$ cat src/rtl/vdr_ram.sv
// Generic single-write, single-read RAM with registered read data.
module vdr_ram #(
  parameter int W = 8,
  parameter int D = 256
) (
  input  logic                 clk,
  input  logic                 we,
  input  logic [$clog2(D)-1:0] waddr,
  input  logic [W-1:0]         wdata,
  input  logic [$clog2(D)-1:0] raddr,
  output logic [W-1:0]         rdata
);

  logic [W-1:0] mem [D];

  always_ff @(posedge clk) begin
    if (we) begin
      mem[waddr] <= wdata;
    end
    rdata <= mem[raddr];
  end

endmodule

$ cat config.mk
export PLATFORM = sky130hd
export DESIGN_NAME = vdr_ram
export DESIGN_NICKNAME = d
export VERILOG_FILES = /design/src/rtl/vdr_ram.sv
export SDC_FILE = /design/constraint.sdc
export NUM_CORES = 2
export LEC_CHECK = 0
export BUFFER_PORTS_ARGS = -buffer_cell sky130_fd_sc_hd__buf_2
export CORE_MARGIN = 8
export CORE_UTILIZATION = 60
export DETAILED_ROUTE_END_ITERATION = 8
export HOLD_SLACK_MARGIN = 0.02
export PLACE_DENSITY_LB_ADDON = 0.1
export SLEW_MARGIN = 20
export SYNTH_ARGS = -nofsm -noshare
export SYNTH_HDL_FRONTEND = slang
export SYNTH_SLANG_ARGS = --single-unit
$ cat constraint.sdc
create_clock -name clk -period 3.2 [get_ports clk]
set_clock_uncertainty 0.15 [all_clocks]
set_input_delay 0.32 -clock clk [delete_from_list [all_inputs] [get_ports clk]]
set_output_delay 0.32 -clock clk [all_outputs]
set_load 0.05 [all_outputs]
* Word level (Yosys, flattened, before mapping)
Memory sizes are Yosys's and may differ from the RTL's. A register that Yosys moved wholly into a read port is not among the register bits.
Cells that the tools add are included.
W data, S select, Z words.
** Cells by class
- Mux-type cells :: 2
** Operators with widths (count)
- $mux W1 :: 2
** Word-level totals
- Input bits :: 26
- Memory bits (writable) :: 2048
- Memories :: 1
- Output and inout port bits :: 8
- Bits in registers :: 0
** Memory list
- mem :: words 256, bits a word 8, rd ports 1, clocked after Yosys merged registers in 1, wr ports 1, RTL line 14 : logic [W-1:0] mem [D];

* Depth between registers and ports, before layout
- Depth after elaboration :: 2
- Mapped depth :: 11

* Worst setup path after synthesis
Ideal clock, no wire load.
- Path type :: input-to-reg
- Start point :: input port raddr[0]
- End point :: register rdata[2], read port of mem
- Setup time :: 131 ps
- Cell stages on the path :: 9
- Data arrival time :: 2127 ps
- Setup slack :: 792 ps
- Path buffers :: 4
- Cell sequence :: buf_6 -> buf_12 -> buf_8 -> buf_2 -> mux4_2 -> a22oi_1 -> a21oi_1 -> nor4_1 -> nor4_2
** RTL lines
- start, declared :: RTL line 10 : input logic [$clog2(D)-1:0] raddr,
- end, declared :: RTL line 11 : output logic [W-1:0] rdata

==> results.md <==
* Via count at just over 40,000
* Non-Filler Instances at 6,187
* EDFF count, synth at 2,048
* Initial antenna violation count at 11
* Total power at around 55,000 µW
* Fmax at between 300 and 400 MHz
* DR pass1 iterations at 6
* Worst r2r path cells at 6
* CTS root buf: clkbuf_16
* Largest net degree at the start of global routing at 112
* Antenna-violating nets left at 0
* Fin. Hold Viols at 0
* Setup Buffers After CTS at 0
* DRC at 0
* DRT Wirelength at 197,000 µm
* Die footprint at around 140,000 µm²
* Leak pwr at 0.0294 µW
* Data arrival time of the critical path at 3.49 ns
* Relative slew slack at 0.207
* Die Ht at roughly 380 µm
* Number of H-tree levels at 4
* Startpoint Class: input pin
* Synth area leader: edfxtp_1
* Post-synthesis average cell area at 21.3 µm²
* Net Count, Synth at 3,759
* Max-Cap Viols at 0
* Setup slack, reg-to-reg at 0.21 ns
* R2r startpoint: mem[210][3]
* Post-synthesis sequential area ratio at 0.775
* Initial core utilization at 0.605
* Flip-flop and latch area at 61,700 µm²
* Slew @ Worst Pin at 1.18 ns
* Dpl cells at between 5,000 and 6,000
* Cts-stage hold buffer count at 7
* Final setup fails at 0
* Post-Place Setup Slack at -0.583 ns
* Synthesized instance count at 3,733
* Synth cell count leaders: edfxtp_1, mux4_2, nor2_1
* Num rows at 133
* Filler cells at roughly 8,000
* CP startpoint: raddr[0]
* Clk slew on worst S/H paths at 0.06 ns
* Global-route wire length before repair at 286,000 µm
* Core area at ~130,000 µm²
* Global placement routability congestion at 0.900
* Crit path to: rdata[3]
* Layout cells sized above 1 at 0.294
* Fin nets at 4,286
* Vias in the first global route at 41,500
* Detailed Place HPWL at 126,000 µm
* Pwr per Cell Area at 603 nW/µm²
* PortBufs at 33
* Min-delay src: wdata[6]
* CP Class: in2reg
* Status: finished, final reports clean
* Mapped Area at around 80,000 µm²
* Crit path capture type: flop
* All-Layer GR Usage at 0.270
* Number of synthesized register bits at between 2,000 and 2,500
* Die width at 380 µm
* Worst min path class: in2reg
* CTS buffer count at 197
* # resized after CTS at 0
* RSZ-0062 raised after global routing: false
* CTS tree: yes
* Ys Warns at 0
* Clk Latency, worst-skew pair at 0.82 ns
* Primary FF master, synth: edfxtp_1
* GR Overflow Total at 0
* Period utilization at 0.935
* CTS sink cnt at 2,056
* IO Count at 34
* Reg-to-reg endpoint: rdata[3]
* CP Data Required Time at 3.70 ns
* Synth top area cells: edfxtp_1, mux4_2, mux2i_1
* Synth top area share at 0.773
* Minimum clock period at 2.99 ns
* Most frequent cell after synthesis: edfxtp_1
* Max VDD drop at a little under 600 µV
* Final worst slack at 0.208 ns
* Area of the multi-input gates at 16,500 µm²
* Max clock buf depth at 3
* Worst Path Max Fanout at 11
* Post-synth ARST share at 0
* DR WL/cell at between 30 and 40 µm
* Yosys cell types at 55
* DR vias/cell at 6.59
* Slew Limit Fails at 0
* Initial DRC count at roughly 5,000
* Area growth, synth to finish at 15.2%
## power by group
| group | internal [µW] | switching, µW | leakage [µW] |
|---|---|---|---|
| combinational | 1120 | 1860 | 0.00792 |
| clock | 12900 | 9710 | 0.00304 |
| sequential | 29700 | 44.2 | 0.0185 |
## cells by family after synthesis
family | after synthesis | share of synthesized area
AOI/OAI and AO/OA | 385 | 0.0342
buffers and inverters | 235 | 0.0183
DFF | 2056 | 0.775
muxes | 591 | 0.146
and+or+nand+nor | 466 | 0.0263
## sequential cells by signal, indices dropped and copies added (netlist names)
| register | flops |
|---|---|
| rdata | 8 |
| mem | 2048 |
## layout by cell type (no fill, tap or decap), drive strengths merged, types with 14 or more instances in the layout
| cell | Yosys | routed |
|---|---|---|
| clkinv | 1 | 87 |
| buf | 122 | 546 |
| nand2 | 33 | 33 |
| o221ai | 47 | 47 |
| nand3 | 34 | 34 |
| nor2 | 282 | 282 |
| mux2i | 134 | 134 |
| a211oi | 16 | 16 |
| clkbuf | 111 | 253 |
| o22ai | 28 | 28 |
| nor2b | 31 | 31 |
| a21oi | 96 | 96 |
| mux4 | 456 | 456 |
| a22oi | 133 | 133 |
| nor3 | 22 | 22 |
| nor4 | 27 | 27 |
| bufinv | 0 | 17 |
| edfxtp | 2048 | 2048 |
| a221oi | 14 | 14 |
## worst min path at each step
stage	endpoint	slack, ns	cells after the start
detailed placement	rdata[7]	0.67	1
CTS	mem[163][0]	0.02	4
global placement	rdata[7]	0.68	1
finish	mem[3][6]	0.06	1
floorplan	mem[0][0]	0.27	0
global route	mem[3][6]	0.07	1
## worst max-delay path, stage by stage
cell	delay, ns
buf_8	0.21
buf_4	0.30
buf_4	0.27
mux4_2	0.57
a22o_1	0.26
a221oi_1	0.35
o32ai_1	0.16
nor3_1	0.91
nor4_1	0.11
## metrics by stage
stage,cell area (µm²),hold WS [ns],util,TNS [ns]
floorplan,79600,0.269,-,0
global placement,85300,0.682,0.649,-2.62
detailed placement,85300,0.672,0.649,-2.10
CTS,91600,0.0232,0.697,0
global route,91600,0.0698,0.697,0
finish,91700,0.0633,0.697,0
## final cells by class
cell class / count / share of cell area
flip-flops and latches: 2056 / 0.673
clock buffers: 245 / 0.0567
repair buffers: 561 / 0.0547
multi-input cells: 1442 / 0.180
clock inverters: 119 / 0.0116
well taps: 1755 / 0.0240
inverters: 2 / 0.0000819
diodes: 7 / 0.000191
## routing by layer
metal  routed length, µm  share of wire  track usage  vias up
met3               17800          0.090       0.0518      416
met2               95700           0.49        0.431     2180
met4                8440          0.043        0.109        0
met1               75300           0.38        0.374    21400
met5                   0              0            0        -
li1                    -              -            -    16800
No activity file was read; power rests on OpenSTA's default activity.
