### config.mk
export PLATFORM = sky130hd
export DESIGN_NAME = vdr_key_cell
export DESIGN_NICKNAME = d
export VERILOG_FILES = /design/src/rtl/vdr_pkg.sv /design/src/rtl/vdr_key_cell.sv
export SDC_FILE = /design/constraint.sdc
export NUM_CORES = 1
export LEC_CHECK = 0
export BUFFER_PORTS_ARGS = -buffer_cell sky130_fd_sc_hd__buf_2
export CORE_AREA = 2 2 126 128
export DETAILED_ROUTE_END_ITERATION = 10
export DIE_AREA = 0 0 128 130
export GPL_ROUTABILITY_DRIVEN = 0
export HOLD_SLACK_MARGIN = 0.05
export PLACE_DENSITY = 0.76
export REMOVE_ABC_BUFFERS = 1
export SETUP_SLACK_MARGIN = 0.2
export SYNTH_ARGS = -nofsm -noshare
export SYNTH_HDL_FRONTEND = slang
export SYNTH_SLANG_ARGS = --single-unit
### constraint.sdc
create_clock -name clk -period 4.2 [get_ports clk]
set_clock_uncertainty 0.05 [all_clocks]
set_input_delay 0.63 -clock clk [delete_from_list [all_inputs] [get_ports clk]]
set_output_delay 0.63 -clock clk [all_outputs]
set_load 0.03 [all_outputs]
### src/rtl/vdr_pkg.sv
// Shared types, command codes and helpers for the vertex weld and remap block.
package vdr_pkg;

  // Default store depth.
  localparam int MaxVerticesDef = 256;

  // Width of the cell index carried by a query (covers the full parameter range).
  localparam int HitIdxW = 16;

  // Command codes.
  localparam logic [1:0] CMD_START  = 2'd0;
  localparam logic [1:0] CMD_VERTEX = 2'd1;
  localparam logic [1:0] CMD_INDEX  = 2'd2;

  // Value reported when no index exists.
  localparam logic [31:0] NO_INDEX = 32'hFFFF_FFFF;

  // Query token handed from cell to cell along the match chain.
  typedef struct packed {
    logic               vld;
    logic [95:0]        key;
    logic               hit;
    logic               new_grp;
    logic [HitIdxW-1:0] idx;
  } vdr_query_t;

  // Fold negative zero onto positive zero.
  function automatic logic [31:0] fold_zero(input logic [31:0] v);
    return (v == 32'h8000_0000) ? 32'h0 : v;
  endfunction

endpackage

### src/rtl/vdr_key_cell.sv
// One key cell of the match chain: holds a stored position and passes the query on.
module vdr_key_cell
  import vdr_pkg::*;
#(
  parameter int CELL_IDX = 0
) (
  input  logic        clk,
  input  logic        rst_n,
  input  logic        live,
  input  logic        wr_en,
  input  logic [95:0] wr_key,
  input  vdr_query_t  q_in,
  output vdr_query_t  q_out
);

  logic [95:0] key_r;
  logic        seen_r;
  logic        match;
  vdr_query_t  q_r;
  vdr_query_t  q_nxt;

  // Exact compare against the passing query
  assign match = q_in.vld && live && !q_in.hit && (key_r == q_in.key);

  always_comb begin
    q_nxt = q_in;
    if (match) begin
      q_nxt.hit     = 1'b1;
      q_nxt.new_grp = !seen_r;
      q_nxt.idx     = HitIdxW'(CELL_IDX);
    end
  end

  // Query stage
  always_ff @(posedge clk) begin
    if (!rst_n) begin
      q_r.vld <= 1'b0;
    end else begin
      q_r.vld <= q_nxt.vld;
    end
    q_r.key     <= q_nxt.key;
    q_r.hit     <= q_nxt.hit;
    q_r.new_grp <= q_nxt.new_grp;
    q_r.idx     <= q_nxt.idx;
  end

  // Stored key and second-sighting mark
  always_ff @(posedge clk) begin
    if (wr_en) begin
      key_r  <= wr_key;
      seen_r <= 1'b0;
    end else if (match) begin
      seen_r <= 1'b1;
    end
  end

  assign q_out = q_r;

endmodule

# After elaboration in Yosys (flattened, before gate mapping)
# Cells that the tools add are included.
# word_totals
reg_bits	212
in_bits	215
output_inout_bits	115
word_cells	14
# classes
n_eq_ne	1
n_mux	1
reduce_logical	5
# op_table
op	count
== test 96 bit	1
2-to-1 mux 17 bit	1
logical AND 1 bit	3
logical NOT 1 bit	2

# Logic depth before layout (Yosys ltp)
# logic_depth
word_depth	4
ltp_mapped	7
mapped_depth_nobuf	6

# Least setup slack after synthesis
# No wires, ideal clock.
# synth_path
path_kind	input port to flip-flop
startpoint	input q_in[109] (netlist bit)
endpoint	register q_r (netlist bit q_out[16])
setup_time_ps	121
arrival_ps	1937
required_ps	4029
path_slack_ps	2092
path_stages	6
n_path_buf	0
cell_sequence	xor2_1 > nor4_1 > nand4_1 > nor4_2 > nand3_2 > mux2_4
# synth_lines
item	line	rtl
start: declaration	vdr_key_cell.sv:12	input vdr_query_t q_in,
end: declaration	vdr_key_cell.sv:19	vdr_query_t q_r;

==> metrics.md <==
| Metric | Value |
|---|---|
| Status | finished, final reports clean |
| F_max | 362.7 MHz |
| Max Cap Viol | 0 |
| Die Wd | 128 um |
| DRT met1 WL | 5420 um |
| Total chip power | 4.671 mW |
| Vias/cell | 4.523 |
| Startpoint Class | flip-flop |
| CTS tree | done |
| Antenna Diode Count | 0 |
| Fraction of layout cells with a size suffix above 1 | 52.46% |
| Hold-fix buffer count after cts | 0 |
| Worst-margin pin slew | 1.250 ns |
| Worst slack, placed | 1.079 ns |
| Syn_area_per_cell | 17.72 sq um |
| Drt pass-1 iters | 4 |
| Iter 0 DRT Violations | 101 |
| Nature of the critical path endpoint | flip-flop |
| LEAKAGE | 4.031 nW |
| Post-Syn Instances | 364 |
| Clk root buf | clkbuf_16 |
| Number of buffers created by CTS | 22 |
| Die Area | 16,640 sq um |
| Largest net degree at the start of global routing | 98 |
| Area Growth Syn to Fin | 40.32% |
| Die H | 130 um |
| Antenna-violating nets left | 0 |
| Clk_lat worst skew | 0.49 ns |
| Core area | 15,420 sq um |
| # IOs | 330 |
| Clock buffer depth | 3 |
| Fin util | 58.69% |
| Met3 wire length | 1242 um |
| Final worst slack | 1.443 ns |
| P per Cell Area | 516.0 nW/um^2 |
| Postcts setup bufs | 0 |
| Routed wire length | 14,950 um |
| Post-CTS resize count | 0 |
| Vias | 4,179 |
| Critical path data arrival time | 3.08 ns |
| Top Layer Used | met4 |
| Residual DRC | 0 |
| Crit Path Class | flip-flop to flip-flop |
| CTS sink count | 212 |
| Synth Register Bits | 212 |
| Worst hold slack | 0.2166 ns |
| Predominant post-synthesis flop cell | dfxtp_1 |
| Worst vdd ir | 0.0003082 V |
| RSZ-0062 raised after global routing | no |
| Slew Limit Fails | 0 |
| HP Class | input pin to flip-flop |
| Final Instance Count excl. Fillers | 924 |
| DP HPWL | 11,480 um |
| H-tree Lvls | 1 |
| Final setup TNS | 0 ns |
| EDFF count, synth | 96 |
| Slew Limit Headroom | 16.66% |
| First-pass GRT wire length | 21,320 um |
| Initial antenna violation count | 0 |
| Gr ovfl total | 0 |
| Fill count | 1,246 |
| Inst Count DP | 884 |
| Distinct cells, synth | 19 |
| Final Cell Area | 9052 sq um |
| Final #Nets | 931 |
| Most frequent cells in the layout | 328 x buf_2, 116 x dfxtp_1, 96 x edfxtp_1, 72 x xor2_1, 24 x xnor2_1 |
| Period utilisation layout | 65.65% |
| Area after DPL | 8329 sq um |
| Endpoints failing setup | 0 |
| Fin. Hold Viols | 0 |
| Rows | 46 |
| I/O Buffers | 329 |
| Syn. warnings | 0 |
| Vias in the first global route | 4,365 |
| Register area share after synthesis | 80.68% |
| Gr usage total | 16.50% |
| Worst Path Required | 4.52 ns |
| Initial Util | 41.82% |
| Crit Path Max Fanout | 19 |
| Clk pin slew, worst setup/hold paths | 0.06 ns |
| Commonest non-fill, non-tap cell in the layout | buf_2 |
| Mapped cell area | 6451 sq um |
| Drt wl/cell | 16.18 um |
| Tmin final | 2.757 ns |
| Routed met2 length | 7900 um |
| Asr flop ratio synth | 0% |
critical path, cell delays in order (launching register included):
cell and delay (ns):
edfxtp_1 0.39, xor2_1 0.16, nor4_1 0.51, nand4_1 0.23
nor4_2 0.50, nand3_2 0.40, mux2_4 0.41
metal layers:
metal  global-route usage [%]  up-vias
met5                        0        -
met3                    4.633       36
met1                    17.01     1960
li1                         -     1980
met2                    31.61      203
met4                    6.593        0
sequential cells by signal (all words and copies together) (netlist names):
register,flops
seen_r,1
key_r,96
q_out,115
power breakdown:
part	total (mW)	internal, mW	switching (mW)	leakage [nW]
Clock	1.89	1.15	0.743	0.363
Combinational	0.430	0.176	0.254	1.75
Sequential	2.35	2.30	0.0465	1.92
cells by family after synthesis:
kind of cell	after synthesis	synth area share, %
flops	212	80.68
xor+xnor	96	13.03
simple gates	52	5.683
buf+inv	2	0.2327
compound gates	1	0.1358
mux	1	0.2327
synthesized netlist by cell type, types with 7 or more instances:
cell type / n / area, sq um
dfxtp_1: 116 / 2322
edfxtp_1: 96 / 2883
xor2_1: 72 / 630.6
xnor2_1: 24 / 210.2
nor4_1: 20 / 125.1
and2_4: 9 / 78.83
nand4_1: 9 / 56.30
and2_2: 7 / 52.55
final timing paths:
path,startpoint,end,slack (ns),depth (start not counted)
setup / recovery,key_r[34],q_out[16],1.44,6
setup reg to reg,key_r[34],q_out[16],1.44,6
hold / removal,q_in[95],q_out[95],0.22,1
hold reg to reg,seen_r,seen_r,0.42,2
final cells by class:
cell class	count	area (sq um)	area share, %
inverter	1	3.754	0.04147
clock buffer	33	663.1	7.326
sequential	212	5205	57.50
multi-input combinational	150	1231	13.60
tap	192	240.2	2.654
clock inverter	7	60.06	0.6634
timing repair buffer	329	1649	18.22
(Power assumes the default switching activity.)
